==> config.mk <==
export PLATFORM = sky130hd
export DESIGN_NAME = vln_front
export DESIGN_NICKNAME = d
export VERILOG_FILES = /design/src/rtl/vln_pkg.sv /design/src/rtl/vln_front.sv
export SDC_FILE = /design/constraint.sdc
export NUM_CORES = 2
export LEC_CHECK = 0
export BUFFER_PORTS_ARGS = -buffer_cell sky130_fd_sc_hd__buf_4
export CORE_UTILIZATION = 30
export CTS_CLUSTER_DIAMETER = 80
export CTS_CLUSTER_SIZE = 10
export DETAILED_ROUTE_END_ITERATION = 10
export PLACE_DENSITY_LB_ADDON = 0.08
export SYNTH_ARGS = -nofsm -noshare
export SYNTH_HDL_FRONTEND = slang
export SYNTH_SLANG_ARGS = --single-unit
==> constraint.sdc <==
create_clock -name clk -period 12 [get_ports clk]
set_input_delay 0.6 -clock clk [delete_from_list [all_inputs] [get_ports clk]]
set_output_delay 0.6 -clock clk [all_outputs]
set_load 0.005 [all_outputs]
==> src/rtl/vln_pkg.sv <==
`default_nettype none
package vln_pkg;

    localparam int CompWidth  = 16;
    localparam int SumWidth   = 33;
    localparam int MagWidth   = 17;
    localparam int UnitWidth  = 16;
    localparam int FracBits   = 14;
    localparam int NumComp    = 4;
    // Root digits produced: one per pair of sum bits.
    localparam int RootSteps  = MagWidth;
    // Quotient of |c| << 14 by the magnitude fits 15 bits.
    localparam int QuoWidth   = 15;
    localparam int DivWidth   = CompWidth + FracBits;
    localparam int FifoDepth  = 4;
    localparam int FifoAw     = 2;

    typedef logic [CompWidth-1:0] comp_t;

    // Item passed from the front part to the back part.
    typedef struct packed {
        logic [SumWidth-1:0]                 sum;
        logic [NumComp-1:0][CompWidth-1:0]   mag_c;
        logic [NumComp-1:0]                  neg;
    } front_item_t;

endpackage
`default_nettype wire

==> src/rtl/vln_front.sv <==
`default_nettype none
module vln_front
    import vln_pkg::*;
(
    input  wire logic        clk,
    input  wire logic        rst_n,
    input  wire logic        in_valid,
    output logic             in_ready,
    input  wire logic [63:0] in_data,
    output logic             out_valid,
    input  wire logic        out_ready,
    output front_item_t      out_item
);

    logic [NumComp-1:0][CompWidth-1:0] sq_mag_reg;
    logic [NumComp-1:0]                sq_neg_reg;
    logic [NumComp-1:0][31:0]          sq_reg;
    logic                              s1_valid_reg;
    logic                              s2_valid_reg;
    front_item_t                       item_reg;
    logic                              adv;

    assign adv       = !s2_valid_reg || out_ready;
    assign in_ready  = adv;
    assign out_valid = s2_valid_reg;
    assign out_item  = item_reg;

    // Valid flags of the two front stages.
    always_ff @(posedge clk or negedge rst_n)
    begin
        if (!rst_n)
        begin
            s1_valid_reg <= 1'b0;
            s2_valid_reg <= 1'b0;
        end
        else if (adv)
        begin
            s1_valid_reg <= in_valid;
            s2_valid_reg <= s1_valid_reg;
        end
    end

    // Stage one: absolute values and squares; stage two: the sum.
    always_ff @(posedge clk)
    begin
        if (adv)
        begin
            for (int i = 0; i < NumComp; i++)
            begin
                sq_neg_reg[i] <= in_data[16*i+15];
                sq_mag_reg[i] <= in_data[16*i+15] ? 16'(-in_data[16*i +: 16])
                                                  : in_data[16*i +: 16];
                sq_reg[i] <= 32'($signed(in_data[16*i +: 16])
                               * $signed(in_data[16*i +: 16]));
            end
            item_reg.sum   <= {1'b0, sq_reg[0]} + {1'b0, sq_reg[1]}
                            + {1'b0, sq_reg[2]} + {1'b0, sq_reg[3]};
            item_reg.mag_c <= sq_mag_reg;
            item_reg.neg   <= sq_neg_reg;
        end
    end

endmodule
`default_nettype wire

# Word level (Yosys, flattened, before mapping)
# Cells that the tools add are included.
# totals
ff_bits,299
output_inout_bits,103
wordCells,38
# op_classes
addsub,7
multipliers,4
muxes,4
n_reduce_logical,2
# ops
operator,n
$mul A16 B16 Y32,4
$add A33 B32 Y33,2
$neg A16 Y16,4
$mux W15,4
$add A32 B32 Y33,1
$logic_not A1 Y1,1
$logic_or A1 B1 Y1,1

# Longest topological paths before layout
# depth
word_depth,3
ltp_mapped,26
mapped_depth_nobuf,24

# Worst setup path before layout
# No wires, ideal clock.
# synth_path
path_type,input-to-reg
startpoint,in out_ready
endpoint,reg s1_valid_reg
setup_ps,102
arrival_time_ps,8624
path_slack_ps,3274
path_stages,2
n_path_buf,0
cell_sequence,nand2b_1 mux2_2
# synth_via
elab_chain_cells,1
# synth_rtl
item,line_no,text
start: declaration,vln_front.sv:11,"input wire logic out_ready,"
$logic_or A1 B1 Y1,vln_front.sv:23,assign adv = !s2_valid_reg || out_ready;
end signal: assignment,vln_front.sv:38,s1_valid_reg <= in_valid;
end: declaration,vln_front.sv:18,logic s1_valid_reg;
# No other way between the ends.
# A chain may end at the register's enable or synchronous reset.

# Worst setup path in the final report
# layout_path
startpoint,in in_data[15]
endpoint,"reg sq_reg[31] (netlist bit), data pin"
# layout_via
elab_chain_cells,1
# layout_rtl
item,line_no,text
start: declaration,vln_front.sv:9,"input wire logic [63:0] in_data,"
$mul A16 B16 Y32,vln_front.sv:54,* $signed(in_data[16*i +: 16]));
end signal: indexed assignment,vln_front.sv:53,sq_reg[i] <= 32'($signed(in_data[16*i +: 16])
end: declaration,vln_front.sv:17,logic [NumComp-1:0][31:0] sq_reg;
# No other way between the ends.

==> impl_results.md <==
* Headroom to the max-slew limit at 38.4%
* Post-synthesis sequential area ratio at between 10% and 20%
* Via count at 30200
* Mapped Cells at between 4000 and 5000
* Bufs and invs on worst path at 4
* Post-synth top area share at between 40% and 50%
* Largest net degree at the start of global routing at 63
* Post-CTS Setup Inserts at 0
* XOR/XNOR share of the synthesized area at about 4.7%
* Final worst-path cycle share at between 60% and 70%
* CP Capture Point: sq_reg[31]$_DFFE_PP_
* Post-Synth Adder-Cell Area at approximately half
* Worst r2r src: sq_mag_reg[32]$_DFFE_PP_
* CP endpoint kind: register
* DRC viols at 0
* Row cnt at 146
* Largest register FFs at between 100 and 150
* Ys async rst share at 0.687%
* Final Util at 33.4%
* WP data required at 12350 ps
* Reg clk slew, reported paths at around 50 ps
* Fmax achieved at 136 MHz
* CP startpoint kind: input port
* Worst-skew pair later-pin latency at approximately 640 ps
* Simple-Gate Fraction of Synth Area at under 10%
* RSZ-0062 raised after global routing: false
* CTS Hold Bufs at 1
* Crit Path Class: in2reg
* Final hold violation count at 0
* Max Cap Viol at 0
* Pre-Repair DR Iteration Count at 5
* Crit path cell chain: buf_4 -> clkinv_1 -> nor2_1 -> fa_1 -> fa_1 -> fa_1 -> fa_1 -> fa_1 -> inv_1 -> fa_1 -> inv_1 -> ha_1 -> a21oi_1 -> or3b_2 -> o21ai_1 -> o21ai_0 -> o41ai_1 -> xnor2_1
* Vias per inst at 4.42
* Htree depth at 2
* Ys flop type: edfxtp_1
* Post-Syn Area at between 0.04 and 0.05 mm^2
* CTS root buffer: clkbuf_16
* Height of the die at just over 400 um
* TritonCTS clock tree: done
* Worst slew pin tran at just over 900 ps
* Die area at roughly 0.16 mm^2
* Reg2reg setup slack at 7070 ps
* Hold Path Class: in2reg
* Total Routing Usage GR at between 10% and 20%
* Synth cell types at between 70 and 80
* CORE AREA at between 0.15 and 0.2 mm^2
* Sum Neg Setup Slack at 0 ps
* Global-route wire length before repair at approximately 200 mm
* Routed WL at ~130 mm
* Yosys top cell by area: fa_1
* Area Growth Syn to Fin at 10.2%
* Final Skew at 51.8 ps
* Port bufs at 170
* ANT nets after route at 0
* Post-synthesis compound-gate area fraction at 6.07%
* Setup crit start: in_data[15]
* Reg2Reg Depth at 12
* DR WL/cell at ~18 um
* Seq cells post-synth at 291
* Crit path largest cell delay at 910 ps
* # resized after CTS at 0
* Main combinational cell family by area after synthesis: adder cells
* Critical path arrival at 7710 ps
* Post-synth EDFFs at slightly below 300
* Final nets at 6210
* Yosys warning count at 0
* CP Depth at 18
* Critical path's slowest cell: fa_1
* Initial core utilization at 30.3%
* Number of global-route vias before repair at 34100
* Status: finished clean
* CTS sink cnt at ~290
* Largest cells by area after synthesis: fa_1, edfxtp_1, ha_1
* GRT overflow at 0
* Final HPWL DP at just over 100 mm
* Setup violators final at 0
* Initial antenna violation count at 5
* Mux share of post-synthesis cell area at less than 1%
* Cell class contributing the biggest share of worst-path delay: adder cells
* I/O Pins at 171
* Routability cong. at 0.799
* Mean Syn Cell Area at approximately 10 um^2
* Period minus WS final at between 7000 and 8000 ps
* Share of cells above drive strength 1 at under 10%
* Critical Path Fanout Max at 29
* Clk buf depth at 3
* CTS Buf Count at 43
* R2R Path End: out_item[99]$_DFFE_PP_
* Most frequent CP cell: fa_1
* Filler cells at between 15000 and 20000
* Drt first-iter violations at approximately 1400
* Die span in x at between 400 and 500 um
* Pins over their slew limit at 0
-- how the worst min path moves through the flow --
stage,from,endpoint,slack [ps],cells past startpoint
2_1_floorplan,rst_n,out_valid$_DFFE_PN0P_,300,0
3_3_place_gp,rst_n,s1_valid_reg$_DFFE_PN0P_,380,1
3_5_place_dp,rst_n,out_valid$_DFFE_PN0P_,390,1
4_1_cts,in_valid,s1_valid_reg$_DFFE_PN0P_,120,2
5_1_grt,in_valid,s1_valid_reg$_DFFE_PN0P_,160,2
6_report,in_valid,s1_valid_reg$_DFFE_PN0P_,190,2
-- synth_stat cells, drive strengths merged (9+ instances only) --
| master | instances |
|---|---|
| a211oi | 17 |
| a21o | 67 |
| a21oi | 117 |
| a31o | 27 |
| a31oi | 12 |
| and2 | 128 |
| and3 | 11 |
| buf | 14 |
| clkbuf | 108 |
| clkinv | 14 |
| edfxtp | 289 |
| fa | 998 |
| ha | 402 |
| inv | 1274 |
| nand2 | 354 |
| nand2b | 23 |
| nand3 | 23 |
| nand4 | 12 |
| nor2 | 203 |
| nor2b | 19 |
| nor3 | 28 |
| o21a | 20 |
| o21ai | 84 |
| o21bai | 23 |
| o31ai | 21 |
| o41ai | 9 |
| xnor2 | 214 |
| xor2 | 46 |
-- per-layer routing --
layer	track usage, %	vias to the layer above	wire (um)	part of all wire [%]
met2	27.0	380	60100	48
met3	1.99	78	4300	3.4
li1	-	14200	-	-
met5	0	-	8	0.0063
met1	23.1	15500	59900	47
met4	2.83	2	1960	1.6
-- cell families (layout without fill, tap and decap cells) --
family,Yosys count,count (layout)
buffers and inverters,1410,1534
adder cells (fa/ha/maj),1400,1400
AND/OR/NAND/NOR,836,836
AO/OA/AOI/OAI,436,436
flip-flops,291,291
XOR/XNOR,260,260
multiplexers,5,5
other,2,4
-- worst reg2reg max path: stages (launching register included) --
cell	delay, ps
edfxtp_1	650
fa_1	500
ha_1	190
ha_1	250
fa_1	470
a21o_1	180
a21oi_1	340
o21ai_0	200
a31oi_1	450
nor3_1	220
o41ai_2	500
a211oi_1	220
o311ai_0	480
-- cells in the final DEF (no fill, tap or decap), types with 8 or more instances in the layout --
master | netlist | layout
a211oi_1 | 17 | 17
a21o_1 | 66 | 66
a21oi_1 | 116 | 116
a31o_2 | 27 | 27
a31oi_1 | 10 | 10
and2_1 | 128 | 128
and3_1 | 8 | 8
buf_4 | 0 | 177
clkbuf_16 | 0 | 44
clkinv_1 | 14 | 14
edfxtp_1 | 289 | 289
fa_1 | 998 | 998
ha_1 | 402 | 402
inv_1 | 1269 | 1269
nand2_1 | 354 | 354
nand2b_1 | 23 | 22
nand3_1 | 23 | 23
nand4_1 | 12 | 12
nor2_1 | 203 | 203
nor2b_1 | 19 | 19
nor3_1 | 27 | 27
o21a_1 | 20 | 20
o21ai_0 | 80 | 80
o21bai_1 | 22 | 22
o31ai_1 | 20 | 20
o41ai_1 | 8 | 8
or2_2 | 8 | 8
or3_1 | 8 | 8
xnor2_1 | 214 | 214
xor2_1 | 46 | 46
-- cell type report --
type	count	area [um^2]	share of cell area, %
inverter	1288	4830	9.12
sequential	291	8730	16.5
antenna	1	2.50	0.00472
clock inverter	19	285	0.538
timing repair buffer	178	1340	2.53
clock buffer	49	1130	2.13
tap	2072	2590	4.89
multi-input combinational	2940	34100	64.3
-- stage by stage --
stage	std cells	hold WS [ps]	cell area (um^2)	setup slack, ps
after floorplan	4641	304	48100	3270
after CTS	6837	118	53000	4720
final	6838	192	53000	4650
after global placement	6768	385	51600	4160
after detailed placement	6768	386	51600	4050
after global routing	6837	155	53000	4200
Power is not shown: default switching activity piles up to over one toggle a cycle in this logic, so the estimate is an artifact.
