## config.mk

```make
export PLATFORM = sky130hd
export DESIGN_NAME = vln_fifo
export DESIGN_NICKNAME = d
export VERILOG_FILES = /design/src/rtl/vln_pkg.sv /design/src/rtl/vln_fifo.sv
export SDC_FILE = /design/constraint.sdc
export NUM_CORES = 1
export LEC_CHECK = 0
export BUFFER_PORTS_ARGS = -buffer_cell sky130_fd_sc_hd__buf_2
export CAP_MARGIN = 20
export CORE_MARGIN = 8
export CORE_UTILIZATION = 37
export DETAILED_ROUTE_END_ITERATION = 10
export SLEW_MARGIN = 30
export SYNTH_ARGS = -nofsm -noshare
export SYNTH_HDL_FRONTEND = slang
export SYNTH_SLANG_ARGS = --single-unit
export TNS_END_PERCENT = 50
```

## constraint.sdc

```tcl
create_clock -name clk -period 3.3 [get_ports clk]
set_clock_uncertainty 0.1 [all_clocks]
set_input_delay 0.495 -clock clk [delete_from_list [all_inputs] [get_ports clk]]
set_output_delay 0.495 -clock clk [all_outputs]
set_load 0.01 [all_outputs]
```

## src/rtl/vln_pkg.sv

```systemverilog
`default_nettype none
package vln_pkg;

    localparam int CompWidth  = 16;
    localparam int SumWidth   = 33;
    localparam int MagWidth   = 17;
    localparam int UnitWidth  = 16;
    localparam int FracBits   = 14;
    localparam int NumComp    = 4;
    // Root digits produced: one per pair of sum bits.
    localparam int RootSteps  = MagWidth;
    // Quotient of |c| << 14 by the magnitude fits 15 bits.
    localparam int QuoWidth   = 15;
    localparam int DivWidth   = CompWidth + FracBits;
    localparam int FifoDepth  = 4;
    localparam int FifoAw     = 2;

    typedef logic [CompWidth-1:0] comp_t;

    // Item passed from the front part to the back part.
    typedef struct packed {
        logic [SumWidth-1:0]                 sum;
        logic [NumComp-1:0][CompWidth-1:0]   mag_c;
        logic [NumComp-1:0]                  neg;
    } front_item_t;

endpackage
`default_nettype wire

```

## src/rtl/vln_fifo.sv

```systemverilog
`default_nettype none
module vln_fifo
    import vln_pkg::*;
(
    input  wire logic   clk,
    input  wire logic   rst_n,
    input  wire logic   wr_valid,
    output logic        wr_ready,
    input  front_item_t wr_item,
    output logic        rd_valid,
    input  wire logic   rd_ready,
    output front_item_t rd_item
);

    front_item_t       mem_reg [FifoDepth];
    logic [FifoAw-1:0] wptr_reg;
    logic [FifoAw-1:0] rptr_reg;
    logic [FifoAw:0]   count_reg;
    logic              wr_en;
    logic              rd_en;

    assign wr_ready = (count_reg != (FifoAw+1)'(FifoDepth));
    assign rd_valid = (count_reg != '0);
    assign rd_item  = mem_reg[rptr_reg];
    assign wr_en    = wr_valid && wr_ready;
    assign rd_en    = rd_valid && rd_ready;

    // Pointers and fill count.
    always_ff @(posedge clk or negedge rst_n)
    begin
        if (!rst_n)
        begin
            wptr_reg  <= '0;
            rptr_reg  <= '0;
            count_reg <= '0;
        end
        else
        begin
            if (wr_en)
                wptr_reg <= wptr_reg + 1'b1;
            if (rd_en)
                rptr_reg <= rptr_reg + 1'b1;
            count_reg <= count_reg + (FifoAw+1)'(wr_en) - (FifoAw+1)'(rd_en);
        end
    end

    // Storage.
    always_ff @(posedge clk)
    begin
        if (wr_en)
            mem_reg[wptr_reg] <= wr_item;
    end

endmodule
`default_nettype wire

```

# Yosys cells after proc, flatten, opt, wreduce, memory -nomap -nowiden
# Memory sizes are Yosys's and may differ from the RTL's.
# Index checks and enable logic that the tools add are counted.
[classes]
muxes = 2
add_sub_neg = 4
eq_ne = 1
n_reduce_logical = 3
[ops]
columns = ["op", "count"]
rows = [
  ["$add 2x1->2 const B", 2],
  ["$add 3x1->3", 1],
  ["$ne 3x3->1 const B", 1],
  ["$reduce_bool 3->1", 1],
  ["$sub 3x1->3", 1],
  ["$logic_and 1x1->1", 2],
  ["$mux 1", 2],
]
[word_totals]
wordCells = 14
input_bits = 105
memories = 1
register_bits = 7
ramBits = 404
output_inout_bits = 103
[mem_list]
columns = ["memory", "depth", "width", "read_ports", "rd_ports_with_merged_regs", "wr", "line_no", "source"]
rows = [
  ["mem_reg", 4, 101, 1, 0, 1, "vln_fifo.sv:15", "front_item_t mem_reg [FifoDepth];"],
]

# Longest topological paths before layout
# Gate-level depths: netlist of run 1.
[depth]
word_depth = 4
depth_mapped = 9
mapped_depth_nobuf = 9

# Worst setup path after synthesis of run 1
# No wires, ideal clock.
[synth_path]
kind = "register -> register"
from = "register count_reg[2]"
to = "memory mem_reg[0][0] in the netlist's numbering (enable)"
arrival_time_ns = 3.082
setup_time_ns = 0.472
stages_incl_launch_ff = 3
t_required_ns = 2.728
n_path_buf = 0
slack_ns = -0.354
synth_period_minus_slack_ns = 3.654
path_cell_list = "dfrtp_1 nor3b_1 and3b_1"
[synth_via]
elab_chain_cells = 4
[synth_lines]
columns = ["element", "line_no", "source"]
rows = [
  ["start, declared", "vln_fifo.sv:18", "logic [FifoAw:0] count_reg;"],
  ["start signal, assigned", "vln_fifo.sv:43", "count_reg <= count_reg + (FifoAw+1)'(wr_en) - (FifoAw+1)'(rd_en);"],
  ["$ne 3x3->1", "vln_fifo.sv:22", "assign wr_ready = (count_reg != (FifoAw+1)'(FifoDepth));"],
  ["$logic_and 1x1->1", "vln_fifo.sv:25", "assign wr_en = wr_valid && wr_ready;"],
  ["$mux 1", "vln_fifo.sv:50", "if (wr_en)"],
  ["$mux 1 (not written as such)", "vln_fifo.sv:51", "mem_reg[wptr_reg] <= wr_item;"],
  ["end, declared", "vln_fifo.sv:15", ""],
]
# No other way between the ends.

==> flow_results.xml, run 1 <==
<?xml version="1.0" encoding="UTF-8"?>
<metrics>
  <group name="flow_run">
    <metric name="max-cap-violations" unit="">0</metric>
  </group>
  <group name="critical_path">
    <metric name="cells_traversed_along_the_worst_timing_path" unit="">buf_12 -&gt; mux4_2 -&gt; buf_2</metric>
    <metric name="critical_path.reg2reg.endpoint" unit="">count_reg[2]</metric>
    <metric name="cell_family_with_most_cp_delay" unit="">multiplexers</metric>
    <metric name="r2r_setup_slack" unit="ns">0.92</metric>
    <metric name="cpMaxStageDelayCell" unit="">mux4_2</metric>
    <metric name="critPathBufInv" unit="">2</metric>
    <metric name="cp_num_cells" unit="">3</metric>
    <metric name="required" unit="ns">2.70</metric>
    <metric name="timing.critical_path.slowest_cell_delay" unit="ns">0.63</metric>
    <metric name="critical_path.reg2reg.startpoint" unit="">count_reg[2]</metric>
    <metric name="worst-setup-path-type" unit="">flip-flop to output port</metric>
    <metric name="worst-r2r-cell-count" unit="">10</metric>
    <metric name="cp_data_arrival_time" unit="ns">2.33</metric>
    <metric name="endpoint_kind" unit="">output port</metric>
    <metric name="path_max_fanout" unit="">67</metric>
    <metric name="critical_path.startpoint_type" unit="">flip-flop</metric>
  </group>
  <group name="placed_design">
    <metric name="routabilityCongestion" unit="">0.6824</metric>
    <metric name="place_hpwl" unit="mm">18.76</metric>
    <metric name="port_buffers" unit="">207</metric>
    <metric name="detailed_place.area" unit="um2">16840</metric>
    <metric name="placement.setup.worst_slack" unit="ns">0.9292</metric>
  </group>
  <group name="timing">
    <metric name="worst-slew-pin-transition" unit="ns">0.6844</metric>
    <metric name="setup_repair_after_global_routing_missed_its_margin" unit="">no</metric>
    <metric name="finalCritPeriodShare" unit="">0.8875</metric>
    <metric name="fin_hold_viols" unit="">0</metric>
    <metric name="clock.fmax" unit="MHz">341.5</metric>
    <metric name="finalCriticalPeriod" unit="ns">2.929</metric>
    <metric name="hold_ws" unit="ns">0.06028</metric>
    <metric name="drv_slew" unit="">0</metric>
    <metric name="slew-limit-headroom" unit="">0.5437</metric>
    <metric name="setup_viol" unit="">0</metric>
    <metric name="worst_slack" unit="ns">0.3714</metric>
    <metric name="tns" unit="ns">0</metric>
  </group>
  <group name="grt">
    <metric name="first_global_vias" unit="">7346</metric>
    <metric name="grt_antenna_before_repair" unit="">6</metric>
    <metric name="grt_use_total" unit="">0.1304</metric>
    <metric name="pin_count_of_the_biggest_net_entering_global_routing" unit="">102</metric>
    <metric name="gr-max-usage-layer" unit="">met2</metric>
    <metric name="grt_pass1_wl" unit="mm">46.80</metric>
    <metric name="use_met3" unit="">0.04300</metric>
    <metric name="groute.layer.met2.usage" unit="">0.1968</metric>
    <metric name="grt_remaining_overflow" unit="">0</metric>
    <metric name="met1_usage" unit="">0.1813</metric>
  </group>
  <group name="worst_hold_path">
    <metric name="hold_path.class" unit="">primary input to flip-flop</metric>
    <metric name="min_delay_worst_endpoint" unit="">mem_reg[0][25]</metric>
    <metric name="worst_hold_path.num_cells" unit="">1</metric>
    <metric name="worst_hold_startpoint" unit="">wr_item[25]</metric>
  </group>
  <group name="clock_tree">
    <metric name="ctsRootBufferMaster" unit="">clkbuf_16</metric>
    <metric name="tritoncts_clock_tree" unit="">yes</metric>
    <metric name="cts.htree.levels" unit="">2</metric>
    <metric name="clk_transition_reported_paths" unit="ns">0.06</metric>
    <metric name="cts_setup_buffers" unit="">0</metric>
    <metric name="numCtsBuffers" unit="">43</metric>
    <metric name="cts_resized" unit="">0</metric>
    <metric name="cts_sinks" unit="">411</metric>
    <metric name="cts.hold.buffers_added" unit="">1</metric>
    <metric name="clk-insertion-delay-late" unit="ns">0.54</metric>
    <metric name="clock_tree.buffer_depth" unit="">3</metric>
  </group>
  <group name="yosys">
    <metric name="synth_cell_type_count" unit="">23</metric>
    <metric name="muxShareOfSynthArea" unit="">0.1506</metric>
    <metric name="synth_xor_xnor_area_share" unit="">0.002319</metric>
    <metric name="netlist_instances" unit="">569</metric>
    <metric name="synthesis.area_per_instance" unit="um2">26.55</metric>
    <metric name="synth_fa_ha_area_frac" unit="">0.006294</metric>
    <metric name="synth_top_family_by_area" unit="">multiplexers</metric>
    <metric name="synth.top_cells.by_area" unit="">edfxtp_1 (80%), mux4_2 (15%), dfrtp_1 (1.2%)</metric>
    <metric name="synth_simple_gate_area_share" unit="">0.006625</metric>
    <metric name="synthesis.area" unit="um2">15110</metric>
    <metric name="yosysWarnings" unit="">0</metric>
    <metric name="synth_fp_nets" unit="">681</metric>
    <metric name="post-synth-top-area-cell" unit="">edfxtp_1</metric>
    <metric name="ys_seq_elements" unit="">411</metric>
    <metric name="synth_seq_area_share" unit="">0.8146</metric>
    <metric name="synth-compound-area-share" unit="">0.002153</metric>
    <metric name="yosys.area.top_type_share" unit="">0.8030</metric>
  </group>
  <group name="floorplan">
    <metric name="die_area" unit="um2">47550</metric>
    <metric name="die-width" unit="um">218.1</metric>
    <metric name="start_util" unit="">0.3725</metric>
    <metric name="placement_rows" unit="">74</metric>
    <metric name="core_area" unit="um2">40550</metric>
    <metric name="num_io_pins" unit="">208</metric>
    <metric name="die_height" unit="um">218.1</metric>
  </group>
  <group name="power">
    <metric name="irDropWorstVdd" unit="V">0.0004301</metric>
    <metric name="power_density" unit="nW/um2">911.4</metric>
    <metric name="power.leakage" unit="uW">0.006159</metric>
  </group>
  <group name="route">
    <metric name="route.detailed.wl_per_inst" unit="um">22.31</metric>
    <metric name="route.detailed.vias_per_inst" unit="">4.889</metric>
    <metric name="ant_nets" unit="">0</metric>
    <metric name="dr.pass1.iters" unit="">4</metric>
    <metric name="routed-via-count" unit="">6742</metric>
    <metric name="dr.first_iter.drc_count" unit="">415</metric>
    <metric name="drt-total-wl" unit="mm">30.77</metric>
    <metric name="drt_drc_violations_left" unit="">0</metric>
  </group>
  <group name="run_status">
    <metric name="outcome" unit="">completed</metric>
  </group>
  <group name="cells_and_area">
    <metric name="syn2layout_area_growth" unit="%">20.43</metric>
    <metric name="final_non_filler_cell_area" unit="um2">18200</metric>
    <metric name="design.final.nets" unit="">927</metric>
    <metric name="layout.cells.most_common_list" unit="">edfxtp_1 (404), buf_2 (207), mux4_2 (101)</metric>
    <metric name="largest_register_ffs" unit="">404</metric>
    <metric name="layout-drive-gt1-share" unit="">0.4616</metric>
    <metric name="layout.cells.most_common" unit="">edfxtp_1</metric>
    <metric name="antenna-diode-count" unit="">0</metric>
    <metric name="utilization" unit="">0.4487</metric>
  </group>
</metrics>
per-stage QoR:
| step | total power [uW] | std cells |
|---|---|---|
| final | 16580 | 1379 |
| after global routing | 17470 | 1379 |
| after CTS | 16980 | 1379 |
| after detailed placement | 12300 | 1301 |
| after global placement | 12270 | 1301 |
| after floorplan | 10440 | 569 |
where the power goes:
| part | switching [uW] | total (uW) | internal [uW] |
|---|---|---|---|
| registers | 286 | 7170 | 6880 |
| clock network | 1890 | 4600 | 2710 |
| logic | 2620 | 4820 | 2200 |
kinds of logic (layout without fill, tap and decap cells):
| kind of cell | Yosys count | count (layout) |
|---|---|---|
| AO/OA/AOI/OAI | 4 | 4 |
| XOR/XNOR | 4 | 4 |
| adder cells (fa/ha/maj) | 7 | 7 |
| buffers and inverters | 29 | 307 |
| flip-flops | 411 | 411 |
| multiplexers | 101 | 101 |
| AND/OR/NAND/NOR | 13 | 13 |
cells in the mapped netlist:
| cell type | n |
|---|---|
| edfxtp_1 | 404 |
| mux4_2 | 101 |
| buf_2 | 9 |
| buf_12 | 7 |
| dfrtp_1 | 7 |
| ha_1 | 6 |
| inv_1 | 6 |
| and3b_1 | 4 |
| nand2b_1 | 4 |
| buf_4 | 3 |
| xnor2_1 | 3 |
| clkbuf_1 | 2 |
| nand4bb_1 | 2 |
| o211ai_1 | 2 |
| buf_6 | 1 |
| buf_8 | 1 |
| fa_1 | 1 |
| nand2_1 | 1 |
| nor3b_1 | 1 |
| o311ai_0 | 1 |
| o31a_1 | 1 |
| or3_1 | 1 |
| xor2_1 | 1 |
cell type report:
class	instances	area (um2)
repair buffers	224	1291
well taps	532	665.6
inverters	6	22.52
clock inverters	26	200.2
fillers	3451	22360
multi-input cells	129	2552
flip-flops and latches	411	12310
clock buffers	51	1149
how the worst max path moves through the flow:
stage                      start       endpoint  slack, ns
global route         rptr_reg[0]    rd_item[41]       0.23
detailed placement  count_reg[1]   count_reg[2]       0.93
global placement     rptr_reg[0]    rd_item[39]       0.94
CTS                  rptr_reg[0]    rd_item[41]       0.33
finish               rptr_reg[0]    rd_item[41]       0.37
floorplan           count_reg[2]  mem_reg[2][0]      -0.35
metal layers:
| layer | wire length, um | vias to the layer above |
|---|---|---|
| li1 | - | 2958 |
| met1 | 13700 | 3539 |
| met2 | 14360 | 175 |
| met3 | 2106 | 58 |
| met4 | 519 | 12 |
| met5 | 79 | - |
No activity file was read; power rests on OpenSTA's default activity.
==> run 2, diff against run 1 <==
--- a/config.mk
+++ b/config.mk
@@ -5,12 +5,12 @@
 export SDC_FILE = /design/constraint.sdc
 export NUM_CORES = 1
 export LEC_CHECK = 0
-export BUFFER_PORTS_ARGS = -buffer_cell sky130_fd_sc_hd__buf_2
 export CAP_MARGIN = 20
 export CORE_MARGIN = 8
-export CORE_UTILIZATION = 37
+export CORE_UTILIZATION = 40
 export DETAILED_ROUTE_END_ITERATION = 10
-export SLEW_MARGIN = 30
+export DONT_BUFFER_PORTS = 1
+export SLEW_MARGIN = 20
 export SYNTH_ARGS = -nofsm -noshare
 export SYNTH_HDL_FRONTEND = slang
 export SYNTH_SLANG_ARGS = --single-unit
==> run 2 against run 1 <==
Effect of this change:
- worst setup slack improved by 0.086 ns
- via count shrank 6.5%
- clock power grew 11%
- sequential power hardly changed
- worst hold slack worse by 0.014 ns
- die area fell by 7.0%
- routed wire length shrank 6.3%
- core utilization grew 4.0 points
- highest routed layer unchanged
==> flow_results.xml, run 2 (same netlist as run 1, synthesis figures left out) <==
<?xml version="1.0" encoding="UTF-8"?>
<metrics>
  <group name="cells_and_area">
    <metric name="fillers" unit="">2940</metric>
    <metric name="syn2layout_area_growth" unit="%">20.98</metric>
    <metric name="utilization" unit="">0.4887</metric>
    <metric name="design.final.nets" unit="">820</metric>
    <metric name="layout.cells.most_common_list" unit="">edfxtp_1 (404), dlygate4sd3_1 (103), mux4_2 (101)</metric>
    <metric name="largest_register_ffs" unit="">404</metric>
    <metric name="sequential_cell_area" unit="um2">12310</metric>
    <metric name="layout.cells.most_common" unit="">edfxtp_1</metric>
    <metric name="multi_input_comb_area" unit="um2">2552</metric>
    <metric name="layout-drive-gt1-share" unit="">0.2510</metric>
  </group>
  <group name="clock_tree">
    <metric name="cts_sinks" unit="">411</metric>
    <metric name="tritoncts_clock_tree" unit="">yes</metric>
    <metric name="ctsRootBufferMaster" unit="">clkbuf_16</metric>
    <metric name="cts_setup_buffers" unit="">0</metric>
    <metric name="cts_resized" unit="">0</metric>
    <metric name="numCtsBuffers" unit="">43</metric>
    <metric name="clock_tree.buffer_depth" unit="">3</metric>
    <metric name="cts.htree.levels" unit="">2</metric>
    <metric name="clk_transition_reported_paths" unit="ns">0.06</metric>
    <metric name="clk-insertion-delay-late" unit="ns">0.55</metric>
  </group>
  <group name="route">
    <metric name="route.detailed.vias_per_inst" unit="">5.028</metric>
    <metric name="dr.first_iter.drc_count" unit="">361</metric>
    <metric name="dr.pass1.iters" unit="">6</metric>
    <metric name="ant_nets" unit="">0</metric>
    <metric name="drt_drc_violations_left" unit="">0</metric>
    <metric name="drt-total-wl" unit="mm">28.82</metric>
    <metric name="routed-via-count" unit="">6305</metric>
    <metric name="route.detailed.wl_per_inst" unit="um">22.98</metric>
  </group>
  <group name="critical_path">
    <metric name="worst-r2r-cell-count" unit="">9</metric>
    <metric name="worst-setup-path-type" unit="">flip-flop to output port</metric>
    <metric name="critical_path.reg2reg.endpoint" unit="">count_reg[2]</metric>
    <metric name="r2r_setup_slack" unit="ns">0.52</metric>
    <metric name="critical_path.reg2reg.startpoint" unit="">count_reg[1]</metric>
    <metric name="path_max_fanout" unit="">36</metric>
    <metric name="endpoint_kind" unit="">output port</metric>
    <metric name="cp-endpoint" unit="">rd_item[66]</metric>
    <metric name="worst_setup_path_startpoint" unit="">rptr_reg[0]</metric>
    <metric name="critical_path.startpoint_type" unit="">flip-flop</metric>
    <metric name="required" unit="ns">2.70</metric>
    <metric name="cp_data_arrival_time" unit="ns">2.25</metric>
  </group>
  <group name="flow_run">
    <metric name="max-cap-violations" unit="">0</metric>
  </group>
  <group name="floorplan">
    <metric name="placement_rows" unit="">71</metric>
    <metric name="die_area" unit="um2">44250</metric>
    <metric name="die_height" unit="um">210.3</metric>
    <metric name="core_area" unit="um2">37400</metric>
    <metric name="die-width" unit="um">210.3</metric>
    <metric name="num_io_pins" unit="">208</metric>
    <metric name="start_util" unit="">0.4040</metric>
  </group>
  <group name="grt">
    <metric name="grt_antenna_before_repair" unit="">2</metric>
    <metric name="pin_count_of_the_biggest_net_entering_global_routing" unit="">66</metric>
    <metric name="grt_remaining_overflow" unit="">0</metric>
    <metric name="grt_pass1_wl" unit="mm">43.91</metric>
    <metric name="grt_use_total" unit="">0.1322</metric>
    <metric name="first_global_vias" unit="">7000</metric>
  </group>
  <group name="timing">
    <metric name="worst-slew-pin-transition" unit="ns">0.8716</metric>
    <metric name="setup_viol" unit="">0</metric>
    <metric name="finalCritPeriodShare" unit="">0.8613</metric>
    <metric name="slew-limit-headroom" unit="">0.4189</metric>
    <metric name="finalCriticalPeriod" unit="ns">2.842</metric>
    <metric name="clock.fmax" unit="MHz">351.8</metric>
    <metric name="setup_repair_after_global_routing_missed_its_margin" unit="">no</metric>
    <metric name="drv_slew" unit="">0</metric>
    <metric name="hold_ws" unit="ns">0.04659</metric>
    <metric name="fin_hold_viols" unit="">0</metric>
  </group>
  <group name="placed_design">
    <metric name="place_hpwl" unit="mm">17.38</metric>
    <metric name="port_buffers" unit="">0</metric>
    <metric name="routabilityCongestion" unit="">0.7250</metric>
  </group>
  <group name="worst_hold_path">
    <metric name="worst_hold_path.num_cells" unit="">2</metric>
    <metric name="hold_path.class" unit="">primary input to flip-flop</metric>
  </group>
  <group name="power">
    <metric name="power.leakage" unit="uW">0.005819</metric>
    <metric name="irDropWorstVdd" unit="V">0.0005191</metric>
    <metric name="power_density" unit="nW/um2">895.0</metric>
  </group>
  <group name="run_status">
    <metric name="outcome" unit="">completed</metric>
  </group>
</metrics>
[run 2: how the worst min path moves through the flow]
| stage | startpoint | end | slack (ns) |
|---|---|---|---|
| 2_1_floorplan | rst_n | count_reg[0] | 0.1 |
| 3_3_place_gp | rst_n | count_reg[0] | 0.10 |
| 3_5_place_dp | rst_n | count_reg[0] | 0.1 |
| 4_1_cts | wr_valid | wptr_reg[1] | 0.006 |
| 5_1_grt | wr_valid | wptr_reg[1] | 0.03 |
| 6_report | wr_valid | wptr_reg[1] | 0.05 |
[run 2: layout make-up]
type | count | share of cell area
flip-flops and latches | 411 | 0.6737
multi-input cells | 129 | 0.1396
repair buffers | 117 | 0.06736
clock buffers | 51 | 0.06284
well taps | 511 | 0.03498
clock inverters | 27 | 0.01992
inverters | 6 | 0.001232
diodes | 2 | 0.0002738
[run 2: critical path: stages, from the launching register on]
cell	delay [ns]
dfrtp_4	0.69
buf_12	0.33
mux4_2	0.61
[run 2: metal layers]
metal | up-vias | wire, um | GRT usage
li1 | 2744 | - | -
met1 | 3309 | 11190 | 0.1562
met2 | 201 | 14700 | 0.2211
met3 | 49 | 2309 | 0.05198
met4 | 2 | 610 | 0.04180
met5 | - | 13 | 0
[run 2: repair_timing]
item	4_1_cts	5_1_grt
hold endpoints to repair	412	0
hold buffers	103	0
endpoints found under the setup margin	0	0
[run 2: power by group]
part	switching, uW	internal [uW]
sequential	314	6880
combinational	2360	1700
clock	1910	3190
total	4580	11800
[run 2: per-stage QoR]
stage / power, uW / cell area [um2] / setup slack, ns / TNS [ns] / cells
floorplan: 10440 / 15110 / -0.3528 / -71.27 / 569
global placement: 11240 / 15700 / 0.6401 / 0 / 1070
detailed placement: 11390 / 15700 / 0.5293 / 0 / 1070
CTS: 16700 / 18250 / 0.3538 / 0 / 1251
global route: 17110 / 18280 / 0.3051 / 0 / 1253
finish: 16360 / 18280 / 0.4577 / 0 / 1254
